`config.mk`:
```
export PLATFORM = sky130hd
export DESIGN_NAME = positional_list_engine
export DESIGN_NICKNAME = d
export VERILOG_FILES = /design/src/design/ple_pkg.sv /design/src/design/ple_cell.sv /design/src/design/positional_list_engine.sv
export SDC_FILE = /design/constraint.sdc
export NUM_CORES = 2
export LEC_CHECK = 0
export BUFFER_PORTS_ARGS = -buffer_cell sky130_fd_sc_hd__buf_2
export CORE_MARGIN = 3
export CORE_UTILIZATION = 35
export CTS_CLUSTER_DIAMETER = 60
export DETAILED_ROUTE_END_ITERATION = 16
export GPL_TIMING_DRIVEN = 0
export PLACE_DENSITY = 0.51
export SETUP_SLACK_MARGIN = 0.1
export SYNTH_ARGS = -nofsm -noshare
export SYNTH_HDL_FRONTEND = slang
export SYNTH_HIERARCHICAL = 1
export SYNTH_SLANG_ARGS = --single-unit
```
`constraint.sdc`:
```
create_clock -name clock -period 10.6 [get_ports clock]
set_clock_uncertainty 0.15 [all_clocks]
set_input_delay 3.18 -clock clock [delete_from_list [all_inputs] [get_ports clock]]
set_output_delay 3.18 -clock clock [all_outputs]
set_load 0.03 [all_outputs]
```
`src/design/ple_pkg.sv`:
```
package ple_pkg;

   // Size of the list and the widths that follow from it.
   localparam int unsigned DEPTH = 16;
   localparam int unsigned IDX_W = $clog2(DEPTH);
   localparam int unsigned CNT_W = IDX_W + 1;
   localparam int unsigned VAL_W = 32;

   // Command codes carried in the opcode field.
   localparam logic [2:0] OP_PUSH_FRONT = 3'd0;
   localparam logic [2:0] OP_PUSH_BACK  = 3'd1;
   localparam logic [2:0] OP_INSERT     = 3'd2;
   localparam logic [2:0] OP_DELETE     = 3'd3;
   localparam logic [2:0] OP_SWAP       = 3'd4;
   localparam logic [2:0] OP_READ       = 3'd5;
   localparam logic [2:0] OP_CLEAR      = 3'd6;

   // Result status codes.
   localparam logic [1:0] ST_DONE   = 2'd0;
   localparam logic [1:0] ST_BADPOS = 2'd1;
   localparam logic [1:0] ST_FULL   = 2'd2;

   // Actions broadcast to the row of cells.
   localparam logic [1:0] ACT_HOLD   = 2'd0;
   localparam logic [1:0] ACT_INSERT = 2'd1;
   localparam logic [1:0] ACT_DELETE = 2'd2;
   localparam logic [1:0] ACT_SWAP   = 2'd3;

   // Control broadcast from the sequencer to every cell.
   typedef struct packed {
      logic [1:0]              action;
      logic [CNT_W-1:0]        pos;
      logic [CNT_W-1:0]        count;
      logic [IDX_W-1:0]        sec;
      logic signed [VAL_W-1:0] value;
      logic signed [VAL_W-1:0] swap_a;
      logic signed [VAL_W-1:0] swap_b;
   } cell_ctrl_type;

endpackage

```
`src/design/ple_cell.sv`:
```
module ple_cell #(
   parameter int unsigned IDX = 0
) (
   input  logic                             clock,
   input  ple_pkg::cell_ctrl_type           ctrl,
   input  logic signed [ple_pkg::VAL_W-1:0] left_value,
   input  logic signed [ple_pkg::VAL_W-1:0] right_value,
   output logic signed [ple_pkg::VAL_W-1:0] elem_value
);

   localparam logic [ple_pkg::CNT_W-1:0] MY_POS = ple_pkg::CNT_W'(IDX);
   localparam logic [ple_pkg::IDX_W-1:0] MY_IDX = ple_pkg::IDX_W'(IDX);

   logic signed [ple_pkg::VAL_W-1:0] elem_ff;
   logic signed [ple_pkg::VAL_W-1:0] elem_in;

   // Each cell decides from its own place whether it loads, shifts or holds.
   always_comb begin
      elem_in = elem_ff;
      case (ctrl.action)
         ple_pkg::ACT_INSERT: begin
            if (MY_POS == ctrl.pos) begin
               elem_in = ctrl.value;
            end else if (MY_POS > ctrl.pos && MY_POS <= ctrl.count) begin
               elem_in = left_value;
            end
         end
         ple_pkg::ACT_DELETE: begin
            if (MY_POS >= ctrl.pos && (MY_POS + 1'b1) < ctrl.count) begin
               elem_in = right_value;
            end
         end
         ple_pkg::ACT_SWAP: begin
            if (MY_IDX == ctrl.sec) begin
               elem_in = ctrl.swap_a;
            end else if (MY_POS == ctrl.pos) begin
               elem_in = ctrl.swap_b;
            end
         end
         default: begin
            elem_in = elem_ff;
         end
      endcase
   end

   // Element storage; its contents matter only below the element count.
   always_ff @(posedge clock) begin
      elem_ff <= elem_in;
   end

   assign elem_value = elem_ff;

endmodule

```
`src/design/positional_list_engine.sv`:
```
// Ordered list of up to 16 signed 32-bit values, held in a row of cells that
// shift toward their neighbors in parallel. Each request beat is one command
// and gives exactly one response beat with status, the new element count and
// the value read. Push, insert, delete, read, clear and rejected commands answer
// straight from idle and a valid swap passes through a swap state, because the
// row has a single read bus that fetches one element per cycle. The response
// waits in an output register, and the next command can be taken in the same
// cycle that the response is taken.
module positional_list_engine (
   input  logic        clock,
   input  logic        reset,
   input  logic        req_tvalid,
   output logic        req_tready,
   // opcode[2:0], value[34:3], position[39:35], second_position[43:40]
   input  logic [47:0] req_tdata,
   output logic        rsp_tvalid,
   input  logic        rsp_tready,
   // status[1:0], count[6:2], read_value[38:7]
   output logic [39:0] rsp_tdata
);

   localparam int unsigned DEPTH = ple_pkg::DEPTH;
   localparam int unsigned IDX_W = ple_pkg::IDX_W;
   localparam int unsigned CNT_W = ple_pkg::CNT_W;
   localparam int unsigned VAL_W = ple_pkg::VAL_W;

   localparam logic ST_IDLE = 1'b0;
   localparam logic ST_SWAP = 1'b1;

   // Request fields.
   logic [2:0]              req_opcode;
   logic signed [VAL_W-1:0] req_value;
   logic [CNT_W-1:0]        req_position;
   logic [IDX_W-1:0]        req_second_position;

   assign req_opcode          = req_tdata[2:0];
   assign req_value           = req_tdata[34:3];
   assign req_position        = req_tdata[39:35];
   assign req_second_position = req_tdata[43:40];

   logic                    state_ff, state_in;
   logic [CNT_W-1:0]        count_ff, count_in;
   logic [CNT_W-1:0]        swap_pos_ff, swap_pos_in;
   logic [IDX_W-1:0]        swap_sec_ff, swap_sec_in;
   logic signed [VAL_W-1:0] swap_tmp_ff, swap_tmp_in;
   logic                    rsp_valid_ff, rsp_valid_in;
   logic [1:0]              rsp_status_ff, rsp_status_in;
   logic [CNT_W-1:0]        rsp_count_ff, rsp_count_in;
   logic signed [VAL_W-1:0] rsp_read_ff, rsp_read_in;

   logic                    rsp_free;
   logic                    fire;
   logic                    full;
   logic                    rsp_load;
   logic [IDX_W-1:0]        rd_idx;
   logic signed [VAL_W-1:0] rd_bus;
   logic signed [VAL_W-1:0] cell_value [DEPTH];
   ple_pkg::cell_ctrl_type  ctrl;

   // Handshake: a new command needs the sequencer idle and the output free.
   assign rsp_free   = !rsp_valid_ff || rsp_tready;
   assign req_tready = (state_ff == ST_IDLE) && rsp_free;
   assign fire       = req_tvalid && req_tready;
   assign full       = (count_ff == CNT_W'(DEPTH));

   // Single read bus over the row: first swap operand or read position on
   // acceptance, second swap operand in the swap cycle.
   assign rd_idx = (state_ff == ST_SWAP) ? swap_sec_ff : req_position[IDX_W-1:0];
   assign rd_bus = cell_value[rd_idx];

   // Command decode and sequencing.
   always_comb begin
      state_in      = state_ff;
      count_in      = count_ff;
      swap_pos_in   = swap_pos_ff;
      swap_sec_in   = swap_sec_ff;
      swap_tmp_in   = swap_tmp_ff;
      rsp_load      = 1'b0;
      rsp_status_in = ple_pkg::ST_DONE;
      rsp_read_in   = '0;
      ctrl.action   = ple_pkg::ACT_HOLD;
      ctrl.pos      = req_position;
      ctrl.count    = count_ff;
      ctrl.sec      = swap_sec_ff;
      ctrl.value    = req_value;
      ctrl.swap_a   = swap_tmp_ff;
      ctrl.swap_b   = rd_bus;

      if (state_ff == ST_SWAP) begin
         ctrl.action = ple_pkg::ACT_SWAP;
         ctrl.pos    = swap_pos_ff;
         rsp_load    = 1'b1;
         state_in    = ST_IDLE;
      end else if (fire) begin
         rsp_load = 1'b1;
         unique case (req_opcode) inside
            ple_pkg::OP_PUSH_FRONT, ple_pkg::OP_PUSH_BACK, ple_pkg::OP_INSERT: begin
               if (req_opcode == ple_pkg::OP_PUSH_FRONT) begin
                  ctrl.pos = '0;
               end else if (req_opcode == ple_pkg::OP_PUSH_BACK) begin
                  ctrl.pos = count_ff;
               end
               if (req_opcode == ple_pkg::OP_INSERT && req_position > count_ff) begin
                  rsp_status_in = ple_pkg::ST_BADPOS;
               end else if (full) begin
                  rsp_status_in = ple_pkg::ST_FULL;
               end else begin
                  ctrl.action = ple_pkg::ACT_INSERT;
                  count_in    = count_ff + 1'b1;
               end
            end
            ple_pkg::OP_DELETE: begin
               if (req_position >= count_ff) begin
                  rsp_status_in = ple_pkg::ST_BADPOS;
               end else begin
                  ctrl.action = ple_pkg::ACT_DELETE;
                  count_in    = count_ff - 1'b1;
               end
            end
            ple_pkg::OP_SWAP: begin
               if (req_position >= count_ff ||
                   CNT_W'(req_second_position) >= count_ff) begin
                  rsp_status_in = ple_pkg::ST_BADPOS;
               end else begin
                  // Fetch the first operand now, finish in the next cycle.
                  rsp_load    = 1'b0;
                  swap_pos_in = req_position;
                  swap_sec_in = req_second_position;
                  swap_tmp_in = rd_bus;
                  state_in    = ST_SWAP;
               end
            end
            ple_pkg::OP_READ: begin
               if (req_position >= count_ff) begin
                  rsp_status_in = ple_pkg::ST_BADPOS;
               end else begin
                  rsp_read_in = rd_bus;
               end
            end
            ple_pkg::OP_CLEAR: begin
               count_in = '0;
            end
            default: begin
               rsp_status_in = ple_pkg::ST_BADPOS;
            end
         endcase
      end

      rsp_count_in = count_in;
      rsp_valid_in = rsp_load || (rsp_valid_ff && !rsp_tready);
   end

   // Row of cells, each handing its value to both neighbors.
   for (genvar i = 0; i < DEPTH; i++) begin : g_cell
      logic signed [VAL_W-1:0] left_v;
      logic signed [VAL_W-1:0] right_v;
      if (i == 0) begin : g_first
         assign left_v = req_value;
      end else begin : g_left
         assign left_v = cell_value[i-1];
      end
      if (i == DEPTH - 1) begin : g_last
         assign right_v = cell_value[i];
      end else begin : g_right
         assign right_v = cell_value[i+1];
      end
      ple_cell #(
         .IDX(i)
      ) u_cell (
         .clock      (clock),
         .ctrl       (ctrl),
         .left_value (left_v),
         .right_value(right_v),
         .elem_value (cell_value[i])
      );
   end

   // Control state.
   always_ff @(posedge clock) begin
      if (reset) begin
         state_ff     <= ST_IDLE;
         count_ff     <= '0;
         rsp_valid_ff <= 1'b0;
      end else begin
         state_ff     <= state_in;
         count_ff     <= count_in;
         rsp_valid_ff <= rsp_valid_in;
      end
   end

   // Swap operands and the response payload.
   always_ff @(posedge clock) begin
      swap_pos_ff <= swap_pos_in;
      swap_sec_ff <= swap_sec_in;
      swap_tmp_ff <= swap_tmp_in;
      if (rsp_load) begin
         rsp_status_ff <= rsp_status_in;
         rsp_count_ff  <= rsp_count_in;
         rsp_read_ff   <= rsp_read_in;
      end
   end

   assign rsp_tvalid = rsp_valid_ff;
   assign rsp_tdata  = {1'b0, rsp_read_ff, rsp_count_ff, rsp_status_ff};

`ifndef SYNTHESIS
   // The element count never passes the list size.
   a_count_range: assert property (@(posedge clock) disable iff (reset)
      count_ff <= CNT_W'(DEPTH))
      else $error("element count above list size");

   // A swap leaves the swap state for idle and always answers.
   a_swap_done: assert property (@(posedge clock) disable iff (reset)
      state_ff == ST_SWAP |=> state_ff == ST_IDLE && rsp_tvalid)
      else $error("swap did not complete with a response");

   // No new command is taken while a swap is in flight.
   a_swap_block: assert property (@(posedge clock) disable iff (reset)
      state_ff == ST_SWAP |-> !req_tready)
      else $error("request taken during swap");

   // A swap never changes the element count.
   a_swap_count: assert property (@(posedge clock) disable iff (reset)
      state_ff == ST_SWAP |=> count_ff == $past(count_ff))
      else $error("swap changed the element count");
`endif

endmodule

```
# Word-level counts from Yosys, hierarchy flattened
# Cells that the tools add are included.
# op_classes
bitwise_logic	6
div	0
magnitude_cmp	66
reduce_logical	67
mul	0
n_addsub	2
n_shift	0
n_eq_ne	87
n_mux	124
# ops
op	count
32-bit two-way mux	81
32-bit one-hot mux with 3 select lines	15
32-bit binary-select mux with 4-bit select	1
3-bit by 1-bit != test with 1-bit output, second input constant	32
32-bit one-hot mux with 2 select lines	1
4-bit AND reduction	16
4-bit by 5-bit == test with 1-bit output, first input constant	8
4-bit by 5-bit greater-than comparator with 1-bit output, first input constant	8
4-bit by 5-bit <= comparator with 1-bit output, first input constant	8
4-bit by 5-bit < comparator with 1-bit output, first input constant	8
5-bit two-way mux	8
4-bit by 5-bit greater-or-equal comparator with 1-bit output, first input constant	7
1-bit logical AND	35
4-bit == test, first input constant	8
2-bit by 1-bit != test with 1-bit output, second input constant	15
3-bit by 5-bit == test with 1-bit output, first input constant	4
3-bit by 5-bit greater-or-equal comparator with 1-bit output, first input constant	4
3-bit by 5-bit greater-than comparator with 1-bit output, first input constant	4
3-bit by 5-bit <= comparator with 1-bit output, first input constant	4
3-bit by 5-bit < comparator with 1-bit output, first input constant	4
3-bit by 4-bit == test with 1-bit output, first input constant	4
5-bit one-hot mux with 3 select lines	1
7-bit two-way mux	2
2-bit by 5-bit == test with 1-bit output, first input constant	2
41 further kinds	72
# totals
mem_bits_ro	0
mem_bits_rw	0
register_bits	599
word_cells	377
latchBits	0
memories	0

# Longest topological paths before layout
# depth
word_depth	11
mapped_depth	14

# Cells and area by module
# The synthesis kept the hierarchy.
# by_module_without_submodules
module	instances	cells_per_inst	area_per_inst_um2
positional_list_engine	1	541	7821.3
ple_cell (g_cell[5].u_cell)	1	264	2497.4
ple_cell (g_cell[10].u_cell)	1	262	2489.9
ple_cell (g_cell[0].u_cell)	1	255	2487.4
ple_cell (g_cell[12].u_cell)	1	261	2437.3
ple_cell (g_cell[2].u_cell)	1	226	2431.1
ple_cell (g_cell[11].u_cell)	1	262	2417.3
ple_cell (g_cell[13].u_cell)	1	226	2416.1
ple_cell (g_cell[9].u_cell)	1	227	2402.3
ple_cell (g_cell[14].u_cell)	1	225	2401.1
ple_cell (g_cell[3].u_cell)	1	261	2368.5
ple_cell (g_cell[6].u_cell)	1	263	2327.2
ple_cell (g_cell[7].u_cell)	1	260	2324.7
ple_cell (g_cell[15].u_cell)	1	259	2309.7
3 more rows	--	--	--

# Least setup slack after synthesis
# No wires, ideal clock.
# synth_path
kind	input to register
from	input rsp_tready
to	register g_cell[9].u_cell.elem_ff, in the netlist g_cell[9].u_cell/elem_value[0] (enable)
path_stages	12
arrival_ns	8.822
setup_slack_ns	1.189
required_ns	10.011
path_cell_list	nor2b_1 > or3b_1 > buf_2 > or3_1 > buf_2 > nor2_1 > a21oi_1 > o21ai_0 > nand2_1 > nor4_4 > o32ai_1 > a32oi_1
# synth_lines
item	line	text
start: declaration	positional_list_engine.sv:17	input logic rsp_tready,
end signal: assignment	ple_cell.sv:48	elem_ff <= elem_in;
end: declaration	ple_cell.sv:14	logic signed [ple_pkg::VAL_W-1:0] elem_ff;

==> tab_implementation.tex <==
\begin{tabular}{lr}
\hline
Metric & Value \\
\hline
\multicolumn{2}{l}{\textbf{Status}} \\
Outcome & finished, violations left \\
Violations in the final reports & capacitance limit, slew limit \\
\multicolumn{2}{l}{\textbf{Layout}} \\
P\&R area growth vs syn & 18.5\% \\
Final-stage net count & 4902 \\
Final instance area & 54600 µm² \\
Fraction of final layout cells sized beyond drive strength 1 & around 17\% \\
Post-Layout Cell Count & 6673 \\
\multicolumn{2}{l}{\textbf{Die}} \\
Num ports & 94 \\
Die outline width & 369 µm \\
FP Rows & 132 \\
Core outline area & 130000 µm² \\
Initial Util & 35.4\% \\
Die outline area & 136000 µm² \\
Vertical die dimension & 369 µm \\
\multicolumn{2}{l}{\textbf{Global route}} \\
Combined global-route utilization of all metal layers & just over 40\% \\
Via count of the first global-routing pass & 42.9k \\
Maximum number of pins on one net before global-route repair & 40 \\
Wire length of the first global-routing pass & 378000 µm \\
Total gr overflow & 0 \\
Initial antenna violation count & 12 \\
\multicolumn{2}{l}{\textbf{Route}} \\
Detail Route met3 WL & a little over 50000 µm \\
Number of vias per cell after detailed routing & 7.08 \\
Routed wire length on met2 & 108000 µm \\
Wire length reported by the detailed router & about 290000 µm \\
Count of unresolved DRC violations after routing & 0 \\
Vias & between 40k and 50k \\
Length of the first detailed-routing pass in iterations & 7 \\
Antenna-violating nets left & 0 \\
Initial DRC Count & 9153 \\
Uppermost layer routed & met4 \\
Sum of routed wire segments on met1 & around 110000 µm \\
Per-cell routed wire length & 42.9 µm \\
\multicolumn{2}{l}{\textbf{Synthesis}} \\
Mean instance size in the synthesized netlist & 10.1 µm² \\
Synth Net Count & 4637 \\
Async set-or-reset flop fraction in the synthesized netlist & 0\% \\
Post-synthesis sequential area ratio & 38.9\% \\
Dominant synthesized flop cell & sky130\_fd\_sc\_hd\_\_edfxtp\_1 \\
Syn Inst Count & $\sim$4.6k \\
Number of flops mapped to enable cells by yosys & 592 \\
Area of the mapped netlist & 46000 µm² \\
Count of distinct cell types in the synthesized netlist & 97 \\
Flops \& latches, synth & 599 \\
Syn. warnings & 6 \\
\multicolumn{2}{l}{\textbf{Critical path}} \\
Maximum fanout along the worst path & 39 \\
Ordered list of cells on the worst path & buf\_2 > inv\_1 > ha\_1 > nand2b\_1 > a211o\_1 > a21oi\_2 > buf\_2 > a31o\_4 > buf\_16 > clkbuf\_1 > nand2\_1 > a211o\_2 > o21ai\_4 > buf\_16 \\
Dominant delay contributor by cell family on the critical path & compound AO/OA/AOI/OAI gates \\
Data arrival at the endpoint of the critical path & 7.66 ns \\
Type of element capturing the critical path & flop \\
Critical setup path kind & in2reg \\
Critical path launch point type & input port \\
CP max stage cell & sky130\_fd\_sc\_hd\_\_o21ai\_4 \\
Critical path data required time & between 10 and 15 ns \\
Combined buffer and inverter count along the critical path & 6 \\
Worst path max stage delay & 0.58 ns \\
\multicolumn{2}{l}{\textbf{Timing}} \\
Share of the clock period used by the worst path after layout & 69.7\% \\
Transition time at the pin with the least slew margin & roughly 1.7 ns \\
Unrepaired setup endpoints after global routing & false \\
Max-slew violation count & 170 \\
\# setup viols final & 0 \\
Worst slew margin relative to its limit & -12.9\% \\
Final Hold Vio Count & 0 \\
Clock period minus final worst setup slack & 7.38 ns \\
Max Clk Rate & 135 MHz \\
\multicolumn{2}{l}{\textbf{Place}} \\
Detail Placement HPWL & 206000 µm \\
Port Buf Inserts & 86 \\
DP Area & 51100 µm² \\
Final estimated routing congestion in global placement & 1.04 \\
Post-placement cell count & 6477 \\
\multicolumn{2}{l}{\textbf{Power}} \\
VDD IR max & 125 µV \\
Power Dens Cells & between 100 and 150 nW/µm² \\
P\_leak & 0.0215 µW \\
\multicolumn{2}{l}{\textbf{Job}} \\
Number of max-capacitance violations reported & 10 \\
\multicolumn{2}{l}{\textbf{Clocking}} \\
Hold buffer count at cts & 0 \\
CTS H-Tree Depth & 3 \\
Gates resized, CTS repair & 0 \\
Number of clock buffers inserted by TritonCTS & between 90 and 100 \\
Largest buffer count on any clock path & 3 \\
Total clock sinks & 599 \\
Clock root buffer & sky130\_fd\_sc\_hd\_\_clkbuf\_16 \\
CTS clock-pin slew for the worst setup and hold paths & 0.06 ns \\
Post-CTS Setup Bufs & 0 \\
CTS tree & yes \\
Insertion delay of the later-clocked pin in the worst-skew pair & 0.73 ns \\
\multicolumn{2}{l}{\textbf{Min path}} \\
Classification of the worst-slack hold path & reg2reg \\
\hline
\end{tabular}
## sequential cells by signal (all words and copies together), names as in the netlist
name,count
rsp_count_ff,5
swap_pos_ff,5
g_cell.u_cell/elem_value,512
rsp_read_ff,32
count_ff,5
state_ff,1
rsp_tvalid,1
rsp_status_ff,2
swap_sec_ff,4
swap_tmp_ff,32
## power breakdown
group / internal [µW] / total, µW / leakage (µW) / switching (µW)
combinational: 384 / 1250 / 0.0146 / 869
sequential: 2620 / 2660 / 0.00544 / 34.9
clock: 1920 / 3270 / 0.00151 / 1350
## kinds of logic (layout without fill, tap and decap cells)
kind of cell	after synthesis	in the layout	share of synthesized area [%]
multiplexers	869	869	22.4
XOR/XNOR	1	1	0.0190
buffers and inverters	451	796	6.26
AO/OA/AOI/OAI	1310	1310	17.8
adder cells (fa/ha/maj)	11	11	0.299
other	1	13	0.00815
AND/OR/NAND/NOR	1332	1332	14.3
flip-flops	599	599	38.9
## cell usage in the layout, fill, tap and decap left out, drive strengths merged, types with 130 or more instances in the layout
cell / netlist / final
nand2: 807 / 807
mux2i: 741 / 741
edfxtp: 592 / 592
o21ai: 533 / 533
o22ai: 421 / 421
and3: 387 / 387
buf: 210 / 380
clkbuf: 218 / 323
a21oi: 155 / 155
o21bai: 130 / 130
## stage by stage
step | TNS, ns | setup WS (ns) | hold slack [ns] | utilization [%] | total power (µW)
2_1_floorplan | 0 | 1.19 | 0.430 | - | 3220
3_3_place_gp | -2150.62 | -5.19 | 0.474 | 37.4 | 3760
3_5_place_dp | 0 | 2.51 | 0.493 | 39.3 | 3860
4_1_cts | 0 | 3.32 | 0.500 | 41.8 | 7090
5_1_grt | 0 | 3.13 | 0.524 | 41.9 | 7260
6_report | 0 | 3.22 | 0.495 | 42.0 | 7180
## routing by layer
layer | global-route usage (%) | vias up
met4 | 25.0 | 0
met1 | 52.9 | 23400
met3 | 20.0 | 869
met2 | 52.5 | 4842
li1 | - | 18100
met5 | 0 | -
## synthesized netlist by cell type (7+ instances only)
library cell | n | area, µm²
sky130_fd_sc_hd__buf_6 | 62 | 698
sky130_fd_sc_hd__mux4_2 | 128 | 2880
sky130_fd_sc_hd__nor2_1 | 23 | 86.3
sky130_fd_sc_hd__mux2i_1 | 740 | 7410
sky130_fd_sc_hd__a21oi_1 | 153 | 766
sky130_fd_sc_hd__nand3_1 | 12 | 60.1
sky130_fd_sc_hd__o21ai_1 | 11 | 55.1
sky130_fd_sc_hd__a31oi_1 | 9 | 56.3
sky130_fd_sc_hd__ha_1 | 11 | 138
sky130_fd_sc_hd__buf_2 | 97 | 485
sky130_fd_sc_hd__and3_1 | 386 | 2410
sky130_fd_sc_hd__inv_1 | 14 | 52.6
sky130_fd_sc_hd__a21o_1 | 7 | 52.6
sky130_fd_sc_hd__o21bai_1 | 130 | 976
sky130_fd_sc_hd__clkbuf_1 | 207 | 777
sky130_fd_sc_hd__edfxtp_1 | 592 | 17800
sky130_fd_sc_hd__buf_12 | 21 | 420
sky130_fd_sc_hd__nand2_1 | 806 | 3030
sky130_fd_sc_hd__buf_4 | 16 | 120
sky130_fd_sc_hd__nor4_1 | 9 | 56.3
sky130_fd_sc_hd__buf_1 | 8 | 30.0
sky130_fd_sc_hd__o22ai_2 | 88 | 1100
sky130_fd_sc_hd__nor3_1 | 10 | 50.1
sky130_fd_sc_hd__o21ai_0 | 522 | 2610
sky130_fd_sc_hd__dfxtp_1 | 7 | 140
sky130_fd_sc_hd__nand2b_1 | 7 | 43.8
sky130_fd_sc_hd__o22ai_1 | 333 | 2080
## worst reg2reg max path: cells and delay by family (launching register included)
| family | cells | cell delay [ns] |
|---|---|---|
| buffers and inverters | 6 | 2.17 |
| muxes | 1 | 0.84 |
| DFF | 1 | 0.76 |
| and+or+nand+nor | 2 | 0.69 |
| AOI/OAI and AO/OA | 3 | 0.58 |
| adders and majority gates | 1 | 0.35 |
## layout make-up
| cell class | instances | area, µm² |
|---|---|---|
| clock inverter | 70 | 716 |
| fill | 12600 | 75400 |
| antenna | 12 | 30.0 |
| multi-input combinational | 3524 | 25800 |
| sequential | 599 | 17900 |
| inverter | 14 | 52.6 |
| timing repair buffer | 170 | 2610 |
| tap | 1742 | 2180 |
| buffer | 437 | 2830 |
| clock buffer | 105 | 2410 |
## final timing paths
check / start / endpoint / slack, ns / cells past startpoint
worst max-delay path: req_tdata[35] / g_cell[14].u_cell/elem_value[29] / 3.22 / 14
worst min-delay path: state_ff / state_ff / 0.50 / 2
worst max register to register: count_ff[4] / g_cell[5].u_cell/elem_value[14] / 4.72 / 13
worst min register to register: state_ff / state_ff / 0.50 / 2
(Power assumes the default switching activity.)
